===== src/sv/periodic_template_noise_suppressor_top_macros.svh =====
// Assertion macros shared by the noise suppressor RTL.
// Needs clk and rst_n in the scope where a macro is used.
`ifndef PERIODIC_TEMPLATE_NOISE_SUPPRESSOR_TOP_MACROS_SVH
`define PERIODIC_TEMPLATE_NOISE_SUPPRESSOR_TOP_MACROS_SVH

// Same-cycle implication, disabled during reset
`define PTNS_ASSERT_NOW(lbl, ante, cons, msg) \
  lbl: assert property (@(posedge clk) disable iff (!rst_n) (ante) |-> (cons)) else $error(msg);

// Next-cycle implication, disabled during reset
`define PTNS_ASSERT_NEXT(lbl, ante, cons, msg) \
  lbl: assert property (@(posedge clk) disable iff (!rst_n) (ante) |=> (cons)) else $error(msg);

`endif


===== src/sv/ptns_pkg.sv =====
// Package for the periodic template noise suppressor.
// Holds payload types, register codes, controller states and command structs.
package ptns_pkg;

  localparam int SAMPLE_W   = 16;
  localparam int GAIN_W     = 16;
  localparam int FACTOR_W   = 16;
  localparam int LIMIT_W    = 13;
  localparam int CFG_IDX_W  = 2;
  localparam int CFG_DATA_W = 16;
  localparam int PQ_W       = 2 * SAMPLE_W + FACTOR_W;  // noise and signal power
  localparam int FRAC_W     = 30;                       // Q0.30 ratio
  localparam int DIV_STEPS  = FRAC_W;
  localparam int SQRT_STEPS = FRAC_W / 2;
  localparam int STEP_W     = 5;

  localparam logic CMD_LOAD    = 1'b0;
  localparam logic CMD_DENOISE = 1'b1;

  typedef enum logic [CFG_IDX_W-1:0] {
    REG_NOISE_SCALE = 2'd0,
    REG_GAIN_FLOOR  = 2'd1,
    REG_NOISE_LIMIT = 2'd2
  } cfg_reg_t;

  typedef struct packed {
    logic                       cmd;
    logic                       first;
    logic signed [SAMPLE_W-1:0] sample;
  } in_item_t;

  typedef struct packed {
    logic signed [SAMPLE_W-1:0] sample_out;
    logic                       floored;
    logic                       passed_through;
  } out_item_t;

  typedef enum logic [3:0] {
    ST_IDLE, ST_MOD, ST_READ, ST_SQUARE, ST_POWER, ST_CMP,
    ST_DIV, ST_SQRT_INIT, ST_SQRT, ST_SCALE, ST_DONE
  } ctl_state_t;

  typedef struct packed {
    logic accept;
    logic mod_step;
    logic rd;
    logic square;
    logic power;
    logic cmp;
    logic div_step;
    logic sqrt_init;
    logic sqrt_step;
    logic scale;
    logic out_load;
  } ctl_cmd_t;

  typedef struct packed {
    logic empty;
    logic p_gt_q;
    logic q_zero;
    logic out_free;
  } dp_sts_t;

endpackage


===== src/sv/ptns_ctrl.sv =====
// Controller state machine of the noise suppressor.
// Uses ptns_pkg and the assertion macro header.
`include "periodic_template_noise_suppressor_top_macros.svh"

module ptns_ctrl #(
  parameter int MOD_STEPS = 12
) (
  input  logic              clk,
  input  logic              rst_n,
  input  logic              in_valid,
  input  logic              in_cmd,
  output logic              in_ready,
  input  ptns_pkg::dp_sts_t sts,
  output ptns_pkg::ctl_cmd_t cmd
);
  import ptns_pkg::*;

  ctl_state_t        state_r, state_nxt;
  logic [STEP_W-1:0] cnt_r, cnt_nxt;
  logic              acc;

  assign in_ready = (state_r == ST_IDLE);
  assign acc      = in_valid && in_ready;

  // state and step counter
  always_ff @(posedge clk) begin
    if (!rst_n) begin
      state_r <= ST_IDLE;
      cnt_r   <= '0;
    end else begin
      state_r <= state_nxt;
      cnt_r   <= cnt_nxt;
    end
  end

  // next state
  always_comb begin
    state_nxt = state_r;
    unique case (state_r)
      ST_IDLE: begin
        if (acc && in_cmd == CMD_DENOISE) begin
          state_nxt = sts.empty ? ST_DONE : ST_MOD;
        end
      end
      ST_MOD: begin
        if (cnt_r == STEP_W'(MOD_STEPS - 1)) state_nxt = ST_READ;
      end
      ST_READ:   state_nxt = ST_SQUARE;
      ST_SQUARE: state_nxt = ST_POWER;
      ST_POWER:  state_nxt = ST_CMP;
      ST_CMP:    state_nxt = (sts.p_gt_q && !sts.q_zero) ? ST_DIV : ST_SCALE;
      ST_DIV: begin
        if (cnt_r == STEP_W'(DIV_STEPS - 1)) state_nxt = ST_SQRT_INIT;
      end
      ST_SQRT_INIT: state_nxt = ST_SQRT;
      ST_SQRT: begin
        if (cnt_r == STEP_W'(SQRT_STEPS - 1)) state_nxt = ST_SCALE;
      end
      ST_SCALE: state_nxt = ST_DONE;
      ST_DONE: begin
        if (sts.out_free) state_nxt = ST_IDLE;
      end
      default: state_nxt = ST_IDLE;
    endcase
  end

  // counter runs in the iterative states, clears on every state change
  always_comb begin
    cnt_nxt = '0;
    if (state_nxt == state_r &&
        (state_r == ST_MOD || state_r == ST_DIV || state_r == ST_SQRT)) begin
      cnt_nxt = cnt_r + STEP_W'(1);
    end
  end

  // datapath commands
  always_comb begin
    cmd = '0;
    unique case (state_r)
      ST_IDLE:      cmd.accept    = acc;
      ST_MOD:       cmd.mod_step  = 1'b1;
      ST_READ:      cmd.rd        = 1'b1;
      ST_SQUARE:    cmd.square    = 1'b1;
      ST_POWER:     cmd.power     = 1'b1;
      ST_CMP:       cmd.cmp       = 1'b1;
      ST_DIV:       cmd.div_step  = 1'b1;
      ST_SQRT_INIT: cmd.sqrt_init = 1'b1;
      ST_SQRT:      cmd.sqrt_step = 1'b1;
      ST_SCALE:     cmd.scale     = 1'b1;
      ST_DONE:      cmd.out_load  = sts.out_free;
      default:      cmd = '0;
    endcase
  end

  `PTNS_ASSERT_NOW(a_load_in_done, cmd.out_load, state_r == ST_DONE && sts.out_free, "result loaded outside done")
  `PTNS_ASSERT_NEXT(a_denoise_starts, acc && in_cmd == CMD_DENOISE, state_r == ST_MOD || state_r == ST_DONE, "denoise transaction did not start")
  `PTNS_ASSERT_NOW(a_div_bound, state_r == ST_DIV, cnt_r < STEP_W'(DIV_STEPS), "divide step counter overrun")
  `PTNS_ASSERT_NEXT(a_load_stays_idle, acc && in_cmd == CMD_LOAD, state_r == ST_IDLE, "load transaction left idle")
endmodule


===== config.mk =====
export PLATFORM = sky130hd
export DESIGN_NAME = ptns_ctrl
export DESIGN_NICKNAME = d
export VERILOG_FILES = /design/src/sv/ptns_pkg.sv /design/src/sv/ptns_ctrl.sv
export VERILOG_INCLUDE_DIRS = /design/src /design/src/sv
export SDC_FILE = /design/constraint.sdc
export NUM_CORES = 1
export LEC_CHECK = 0
export BUFFER_PORTS_ARGS = -buffer_cell sky130_fd_sc_hd__clkbuf_2
export CAP_MARGIN = 5
export CELL_PAD_IN_SITES_DETAIL_PLACEMENT = 1
export CELL_PAD_IN_SITES_GLOBAL_PLACEMENT = 1
export CORE_AREA = 2 2 49 51
export CTS_CLUSTER_DIAMETER = 120
export CTS_CLUSTER_SIZE = 16
export DETAILED_ROUTE_END_ITERATION = 10
export DIE_AREA = 0 0 51 53
export PLACE_DENSITY = 0.72
export SLEW_MARGIN = 20
export SYNTH_ARGS = -nofsm -noshare
export SYNTH_HDL_FRONTEND = slang
export SYNTH_SLANG_ARGS = --single-unit

===== constraint.sdc =====
create_clock -name clk -period 2.1 [get_ports clk]
set_clock_uncertainty 0.15 [all_clocks]
set_input_delay 0.315 -clock clk [delete_from_list [all_inputs] [get_ports clk]]
set_output_delay 0.315 -clock clk [all_outputs]
set_load 0.02 [all_outputs]

Word-level counts from Yosys, hierarchy flattened --
Cells that the tools add are included.
Word-level totals: register bits after elaboration 9, input port bits 8, word-level logic and storage cells 45
Cells by class: add/sub/neg operators 1, equal/unequal tests 14, multiplexer cells 19, reductions and logical operators 9
Operators by type and width (count):
- case mux 4 bit (11 select lines) | 1
- 2-to-1 mux 4 bit | 7
- == test 4 x 3 -> 1 bit, second input constant | 4
- == test 4 bit, second input constant | 3
- 2-to-1 mux 1 bit | 11
- == test 5 x 4 -> 1 bit, second input constant | 2
- == test 4 x 2 -> 1 bit, second input constant | 2
- adder 5 x 1 -> 5 bit, second input constant | 1
- == test 5 bit, second input constant | 1
- == test 4 x 1 -> 1 bit, second input constant | 1
- == test 4 bit | 1
- logical AND 1 bit | 4
- zero test 4 bit | 1
- logical OR 1 bit | 2
- AND reduction 2 bit | 1
- zero test 1 bit | 1

Depth between registers and ports, before layout --
Gate-level depths: netlist (run 1).
depth in word-level cells 8, mapped depth 6, mapped depth without buffers 6

Least setup slack after synthesis (run 1) --
Ideal clock, no wire load.
path type reg2reg, start reg state_r[3], end reg cnt_r[4], data arrival time 1.872 ns, setup slack -0.038 ns, stages on the path, launching flop included 5, path buffers 0, cells stage by stage dfxtp_1 > nor4b_1 > a32o_1 > a221oi_4 > o211a_1
Between the ends: longest elaborated chain between the ends 8, elaborated cells on any way between the ends 24, those cells by class eq/ne: 11; mux: 6; reduce/logical: 7
Ends and longest elaborated chain:
- start: declaration | RTL line ptns_ctrl.sv:18 | ctl_state_t state_r, state_nxt;
- start signal: assignment | RTL line ptns_ctrl.sv:31 | state_r <= state_nxt;
- zero test 4 bit | RTL line ptns_ctrl.sv:22, ptns_ctrl.sv:39
- logical AND 1 bit | RTL line ptns_ctrl.sv:23 | assign acc = in_valid && in_ready;
- logical AND 1 bit | RTL line ptns_ctrl.sv:41 | if (acc && in_cmd == CMD_DENOISE) begin
- 2-to-1 mux 4 bit | RTL line ptns_ctrl.sv:41
- case mux 4 bit (11 select lines) | RTL line ptns_ctrl.sv:39 | unique case (state_r)
- == test 4 bit | RTL line ptns_ctrl.sv:70 | if (state_nxt == state_r &&
- logical AND 1 bit * | RTL line ptns_ctrl.sv:70
- AND reduction 2 bit (no source line) *
- end signal: assignment | RTL line ptns_ctrl.sv:32 | cnt_r <= cnt_nxt;
- end: declaration | RTL line ptns_ctrl.sv:19 | logic [STEP_W-1:0] cnt_r, cnt_nxt;
Mark *: on every way between the ends. The rest lies on a longest branch, timed or not. A chain may end at the register's enable or synchronous reset.

Final worst setup path (run 1) --
start reg cnt_r[0], end reg cnt_r[0]
Between the ends: longest elaborated chain between the ends 6, elaborated cells on any way between the ends 11, those cells by class add/sub: 1; eq/ne: 4; mux: 4; reduce/logical: 2
Ends and longest elaborated chain:
- == test 5 x 4 -> 1 bit, or another cell as far along | RTL line ptns_ctrl.sv:57 | if (cnt_r == STEP_W'(SQRT_STEPS - 1)) state_nxt = ST_SCALE;
- 2-to-1 mux 4 bit, on equally long branches | RTL line ptns_ctrl.sv:57, ptns_ctrl.sv:46, ptns_ctrl.sv:53
- case mux 4 bit (11 select lines) | RTL line ptns_ctrl.sv:39
- == test 4 bit | RTL line ptns_ctrl.sv:70
- logical AND 1 bit | RTL line ptns_ctrl.sv:70
- AND reduction 2 bit (no source line)
Several ways; a longest one is shown, not always the timed one.

==> reports/metrics.cfg, run 1 <==
[status]
run_status = finished, final reports clean

[placement]
placed_area_um2 = 897
portBuffers = 19
globalplace.congestion = 0.737
hpwl_mm = 1.58

[power]
p_seq_frac = 0.387
p_switching_mw = 0.184
clkPwrFrac = 0.251
leakage_nw = 0.418
power_mw = 0.527
switching_share = 0.350
power.internal_mw = 0.343
power.density_mw_per_mm2 = 560
ir_drop_uv = 373
pwr-share-comb = 0.362

[finish]
nNetsFinal = 125
postLayoutCellArea_um2 = 941
final_common_cell = clkbuf_2
layout-drive-gt1-share = 0.336
ff_latch_area_um2 = 184
mostFrequentLayoutCells = clkbuf_2 (19), nor2_1 (9), buf_4 (8), nand2_1 (6), dfxtp_1 (6)
antenna_cells = 0
final_core_util = 0.438
num-fill-cells = 283
multi_input_area_um2 = 529
areaGrowthSynthToFinish_pct = 27.9

[drt]
viasPerCell = 5.15
finalWirelength_mm = 1.93
via_count = 726
drtAntennaViolNets = 0
drc = 0
firstDrtPassIters = 3
wl_per_cell_um = 13.7
drt_iter0_drc = 6

[global_route]
grt_pass1_vias = 718
antenna_found_initial = 0
grt_overflow_total = 0
track_usage = 0.161
grt_pass1_wl_mm = 3.28
grt_max_degree = 13

[yosys]
syn_avg_cell_area_um2 = 8.36
ys_types = 37
netlist_area_um2 = 736
synthSimpleGateAreaFrac = 0.383
synth_async_sr_flop_share = 0
yosysTopAreaCell = dfxtp_1
yosysSeqAreaShare = 0.245
synth_top_family_by_area = simple AND/OR/NAND/NOR gates
synthFlopType = dfxtp_1
synthAdderAreaFrac = 0.0510
yosysWarnings = 0
post_synth_xor_area_fraction = 0.0476
synth_area_leaders = dfxtp_1 (24%), mux2i_1 (6.8%), ha_1 (5.1%)
synth_top_area_share = 0.245
synth-compound-area-share = 0.153
syn_inst = 88
synth-edff-count = 0
syn_nets = 99
synthMuxAreaShare = 0.0680
synth_seq_cells = 9

[sta]
tightest_slew_ns = 0.461
finalCritPeriodShare = 0.907
fin_tns_setup_ns = 0
slew_violations = 0
min_period_ns = 1.90
hold_viol = 0
relSlewSlack = 0.691
fmax_mhz = 525
rsz0062_at_grt = no
setup_viol = 0

[worst_setup_path]
path_cells = inv_1, ha_1, nor2b_1, a32o_1, a221oi_4, buf_4, mux2i_1
crit_type = reg -> reg
arrival_ns = 1.94
max_stage_delay_ns = 0.40
endpoint_kind = register
slowest_stage = dfxtp_1
cp.required_ns = 2.13
start_kind = register
crit_fanout = 6

[clock_network]
cts_buffers = 3
cts_root_buffer = clkbuf_4
cts.path.max_buffers = 2
cts_tree = done
hold_buffers = 0
h-tree-depth = 1
insertion_delay_ns = 0.26
clkSlewWorstSetupHoldPaths_ns = 0.06
cts_sinks = 9

[floorplanning]
die_h_um = 53
rows = 17
start_util = 0.342
dieWidth_um = 51
coreArea_mm2 = 0.00215
ios = 20
die-area_mm2 = 0.00270

[min_path]
min_path_type = in -> reg

[run]
cap_viol_max_count = 0

==> through the flow <==
| stage | hold WS, ns | worst slack, ns | instances |
|---|---|---|---|
| after global routing | 0.220 | 0.0476 | 141 |
| after CTS | 0.192 | 0.0480 | 140 |
| after detailed placement | 0.453 | 0.0677 | 136 |
| final | 0.197 | 0.195 | 141 |
| after global placement | 0.453 | 0.117 | 136 |
| after floorplan | 0.282 | 0.0230 | 88 |
==> per-layer routing <==
layer	part of all wire	track usage	wire length, um
met2	0.50	0.279	963
met3	0.023	0.0508	44
met1	0.48	0.201	924
met5	0	0	0
met4	0	0.0135	0
==> flip-flops by register name, summed over array words and instances, names as in the netlist <==
register  cells
cnt_r         5
state_r       4
==> power by group through the flow <==
stage                     clock network (mW)  logic (mW)  registers [mW]
after floorplan                            0       0.143           0.193
after detailed placement                   0       0.184           0.207
after CTS                              0.139       0.184           0.203
after global routing                   0.147       0.208           0.206
final                                  0.132       0.191           0.204
after global placement                     0       0.178           0.205
==> worst paths after layout <==
path / end / cells after the start / slack, ns / start
setup / recovery: cnt_r[0] / 7 / 0.20 / cnt_r[0]
hold / removal: state_r[3] / 2 / 0.20 / rst_n
setup reg to reg: cnt_r[0] / 7 / 0.20 / cnt_r[0]
hold reg to reg: state_r[2] / 2 / 0.45 / state_r[2]
==> kinds of logic (layout without fill, tap and decap cells) <==
kind of cell | count (synthesis) | after routing
AO/OA/AOI/OAI | 12 | 12
XOR/XNOR | 4 | 4
adder cells (fa/ha/maj) | 3 | 3
buffers and inverters | 9 | 34
flip-flops | 9 | 9
multiplexers | 5 | 5
AND/OR/NAND/NOR | 46 | 46
==> worst max-delay path, delay by kind of cell (launching register included) <==
family	cells	cell delay, ns
buf+inv	2	0.27
flops	1	0.40
compound gates	2	0.49
fa+ha+maj	1	0.20
simple gates	1	0.13
mux	1	0.18
==> cell usage after synthesis (all sizes together) (2+ instances only) <==
| cell type | n |
|---|---|
| mux2i | 5 |
| dfxtp | 9 |
| inv | 3 |
| buf | 3 |
| nor2b | 3 |
| xnor2 | 2 |
| a21oi | 2 |
| nor3 | 3 |
| nor2 | 9 |
| xor2 | 2 |
| nor3b | 2 |
| nand2b | 4 |
| clkbuf | 3 |
| nand2 | 6 |
| ha | 3 |
| and2 | 4 |
| nand3 | 4 |
| nor4b | 2 |
| nand3b | 4 |
==> what timing repair did <==
action | 4_1_cts | 5_1_grt
gates resized for setup | 0 | 4
setup endpoints to repair | 0 | 7
setup buffers | 0 | 1
==> final cells by class <==
cell class | count | area share
clock buffers | 4 | 0.0279
inverters | 3 | 0.0120
multi-input cells | 70 | 0.563
flip-flops and latches | 9 | 0.195
well taps | 28 | 0.0372
repair buffers | 27 | 0.165
No activity file was read; power rests on OpenSTA's default activity.
==> inputs of run 2 (changes only) <==
CORE_AREA = 2 2 44 56   (was 2 2 49 51)
DIE_AREA = 0 0 46 58   (was 0 0 51 53)
PLACE_DENSITY = 0.73   (was 0.72)
==> reports/metrics.cfg, run 2 (synthesized netlist as in run 1, its figures left out) <==
[worst_setup_path]
reg2reg_slack_ns = 0.15  ; was 0.20 ns
worstRegToRegCells = 5  ; was 7
slowest_stage = dfxtp_1  ; unchanged
cp.required_ns = 1.63  ; was 2.13 ns
endpoint_kind = output port  ; was register
crit_buf_inv = 1  ; was 2
arrival_ns = 1.50  ; was 1.94 ns
timing.rr.end = cnt_r[1]  ; was cnt_r[0]
start_kind = register  ; unchanged
crit_type = reg -> out  ; was reg -> reg
max_stage_delay_ns = 0.57  ; was 0.40 ns
path_cells = nor4bb_2, clkbuf_2  ; was inv_1, ha_1, nor2b_1, a32o_1, a221oi_4, buf_4, mux2i_1
crit_family = flip-flops  ; was compound AO/OA/AOI/OAI gates
crit_fanout = 12  ; was 6
rr_startpoint = cnt_r[0]  ; unchanged

[sta]
finalCritPeriodShare = 0.934  ; was 0.907
hold_viol = 0  ; unchanged
holdWs_ns = 0.205  ; was 0.197 ns
fin_tns_setup_ns = 0  ; unchanged
worst_slack_ns = 0.139  ; was 0.195 ns
tightest_slew_ns = 0.555  ; was 0.461 ns
slew_violations = 0  ; unchanged
fmax_mhz = 510  ; was 525 MHz
min_period_ns = 1.96  ; was 1.90 ns
relSlewSlack = 0.627  ; was 0.691
rsz0062_at_grt = no  ; unchanged
setup_viol = 0  ; unchanged

[global_route]
grt_pass1_wl_mm = 3.35  ; was 3.28 mm
grt_overflow_total = 0  ; unchanged
grt_pass1_vias = 756  ; was 718
track_usage = 0.171  ; was 0.161
antenna_found_initial = 0  ; unchanged
grt_max_degree = 13  ; unchanged

[clock_network]
h-tree-depth = 1  ; unchanged
cts_tree = done  ; unchanged
cts_buffers = 3  ; unchanged
cts.path.max_buffers = 2  ; unchanged
cts_sinks = 9  ; unchanged
cts_setup_buffers = 0  ; unchanged
insertion_delay_ns = 0.25  ; was 0.26 ns
hold_buffers = 0  ; unchanged
ctsResizeCount = 0  ; unchanged
clkSlewWorstSetupHoldPaths_ns = 0.06  ; about the same
cts_root_buffer = clkbuf_4  ; unchanged

[power]
power.density_mw_per_mm2 = 570  ; was 560 mW/mm2
ir_drop_uv = 390  ; was 373 uV
power_mw = 0.516  ; was 0.527 mW
leakage_nw = 0.399  ; was 0.418 nW

[floorplanning]
die_h_um = 58  ; was 53 um
rows = 19  ; was 17
die-area_mm2 = 0.00267  ; was 0.00270 mm2
coreArea_mm2 = 0.00214  ; was 0.00215 mm2
dieWidth_um = 46  ; was 51 um
ios = 20  ; unchanged
start_util = 0.344  ; was 0.342

[finish]
top_regs = cnt_r: 5 flops, state_r: 4 flops  ; unchanged
areaGrowthSynthToFinish_pct = 23.1  ; was 27.9%
regMostFlops = cnt_r  ; unchanged
antenna_cells = 0  ; unchanged
largest_register_ffs = 5  ; unchanged
nNetsFinal = 122  ; was 125
final_core_util = 0.423  ; was 0.438
instances_no_fill = 131  ; was 141
layout-drive-gt1-share = 0.318  ; was 0.336
postLayoutCellArea_um2 = 906  ; was 941 um2
final_common_cell = clkbuf_2  ; unchanged
mostFrequentLayoutCells = clkbuf_2 (19), nor2_1 (9), nand2_1 (6), dfxtp_1 (6)  ; was clkbuf_2 (19), nor2_1 (9), buf_4 (8), nand2_1 (6), dfxtp_1 (6)

[drt]
firstDrtPassIters = 4  ; was 3
viasPerCell = 5.40  ; was 5.15
drt_iter0_drc = 6  ; unchanged
wl_per_cell_um = 14.3  ; was 13.7 um
drc = 0  ; unchanged
finalWirelength_mm = 1.87  ; was 1.93 mm
drtAntennaViolNets = 0  ; unchanged
via_count = 707  ; was 726

[min_path]
min_path_type = in -> reg  ; unchanged
min_to = state_r[3]  ; unchanged
min_from = rst_n  ; unchanged
hold_depth = 2  ; unchanged

[status]
run_status = finished, final reports clean  ; unchanged

[placement]
dpl_worst_slack_ns = 0.108  ; was 0.0677 ns
hpwl_mm = 1.50  ; was 1.58 mm
dpl.cell_count = 127  ; was 136
placed_area_um2 = 873  ; was 897 um2
portBuffers = 19  ; unchanged
globalplace.congestion = 0.781  ; was 0.737

[run]
cap_viol_max_count = 0  ; unchanged

==> run 2: changes by cell type in the layout (fill, tap and decap cells not counted) <==
cell	change
nor4_2	-1
buf_4	-3
ha_1	-1
nor4_1	+1
ha_2	+1
==> run 2: area by class of cell <==
cell class,instances,area [um2]
Clock buffer,4,26.3
Fill cell,277,1230
Inverter,3,11.3
Multi-Input combinational cell,70,526
Sequential cell,9,184
Tap cell,21,26.3
Timing Repair Buffer,24,133
==> run 2: worst max-delay path by stage <==
| stage | startpoint | to | depth (start not counted) |
|---|---|---|---|
| after global routing | state_r[1] | cnt_r[2] | 4 |
| after global placement | cnt_r[0] | cnt_r[0] | 5 |
| after CTS | cnt_r[0] | cnt_r[1] | 5 |
| after detailed placement | cnt_r[0] | cnt_r[1] | 5 |
| after floorplan | state_r[2] | cmd[10] | 3 |
| final | state_r[1] | cmd[4] | 2 |
==> run 2: report_power, final <==
group          switching [mW]  leakage, nW  internal (mW)  total, mW
combinational           0.101        0.310         0.0823      0.183
sequential             0.0221       0.0743          0.182      0.204
clock                  0.0564       0.0150         0.0730      0.129
==> run 2: per-layer routing <==
layer | global-route usage | part of all wire | up-vias
li1 | - | - | 358
met1 | 0.229 | 0.46 | 324
met2 | 0.256 | 0.48 | 21
met3 | 0.0156 | 0.045 | 4
met4 | 0.110 | 0.018 | 0
met5 | 0 | 0 | -
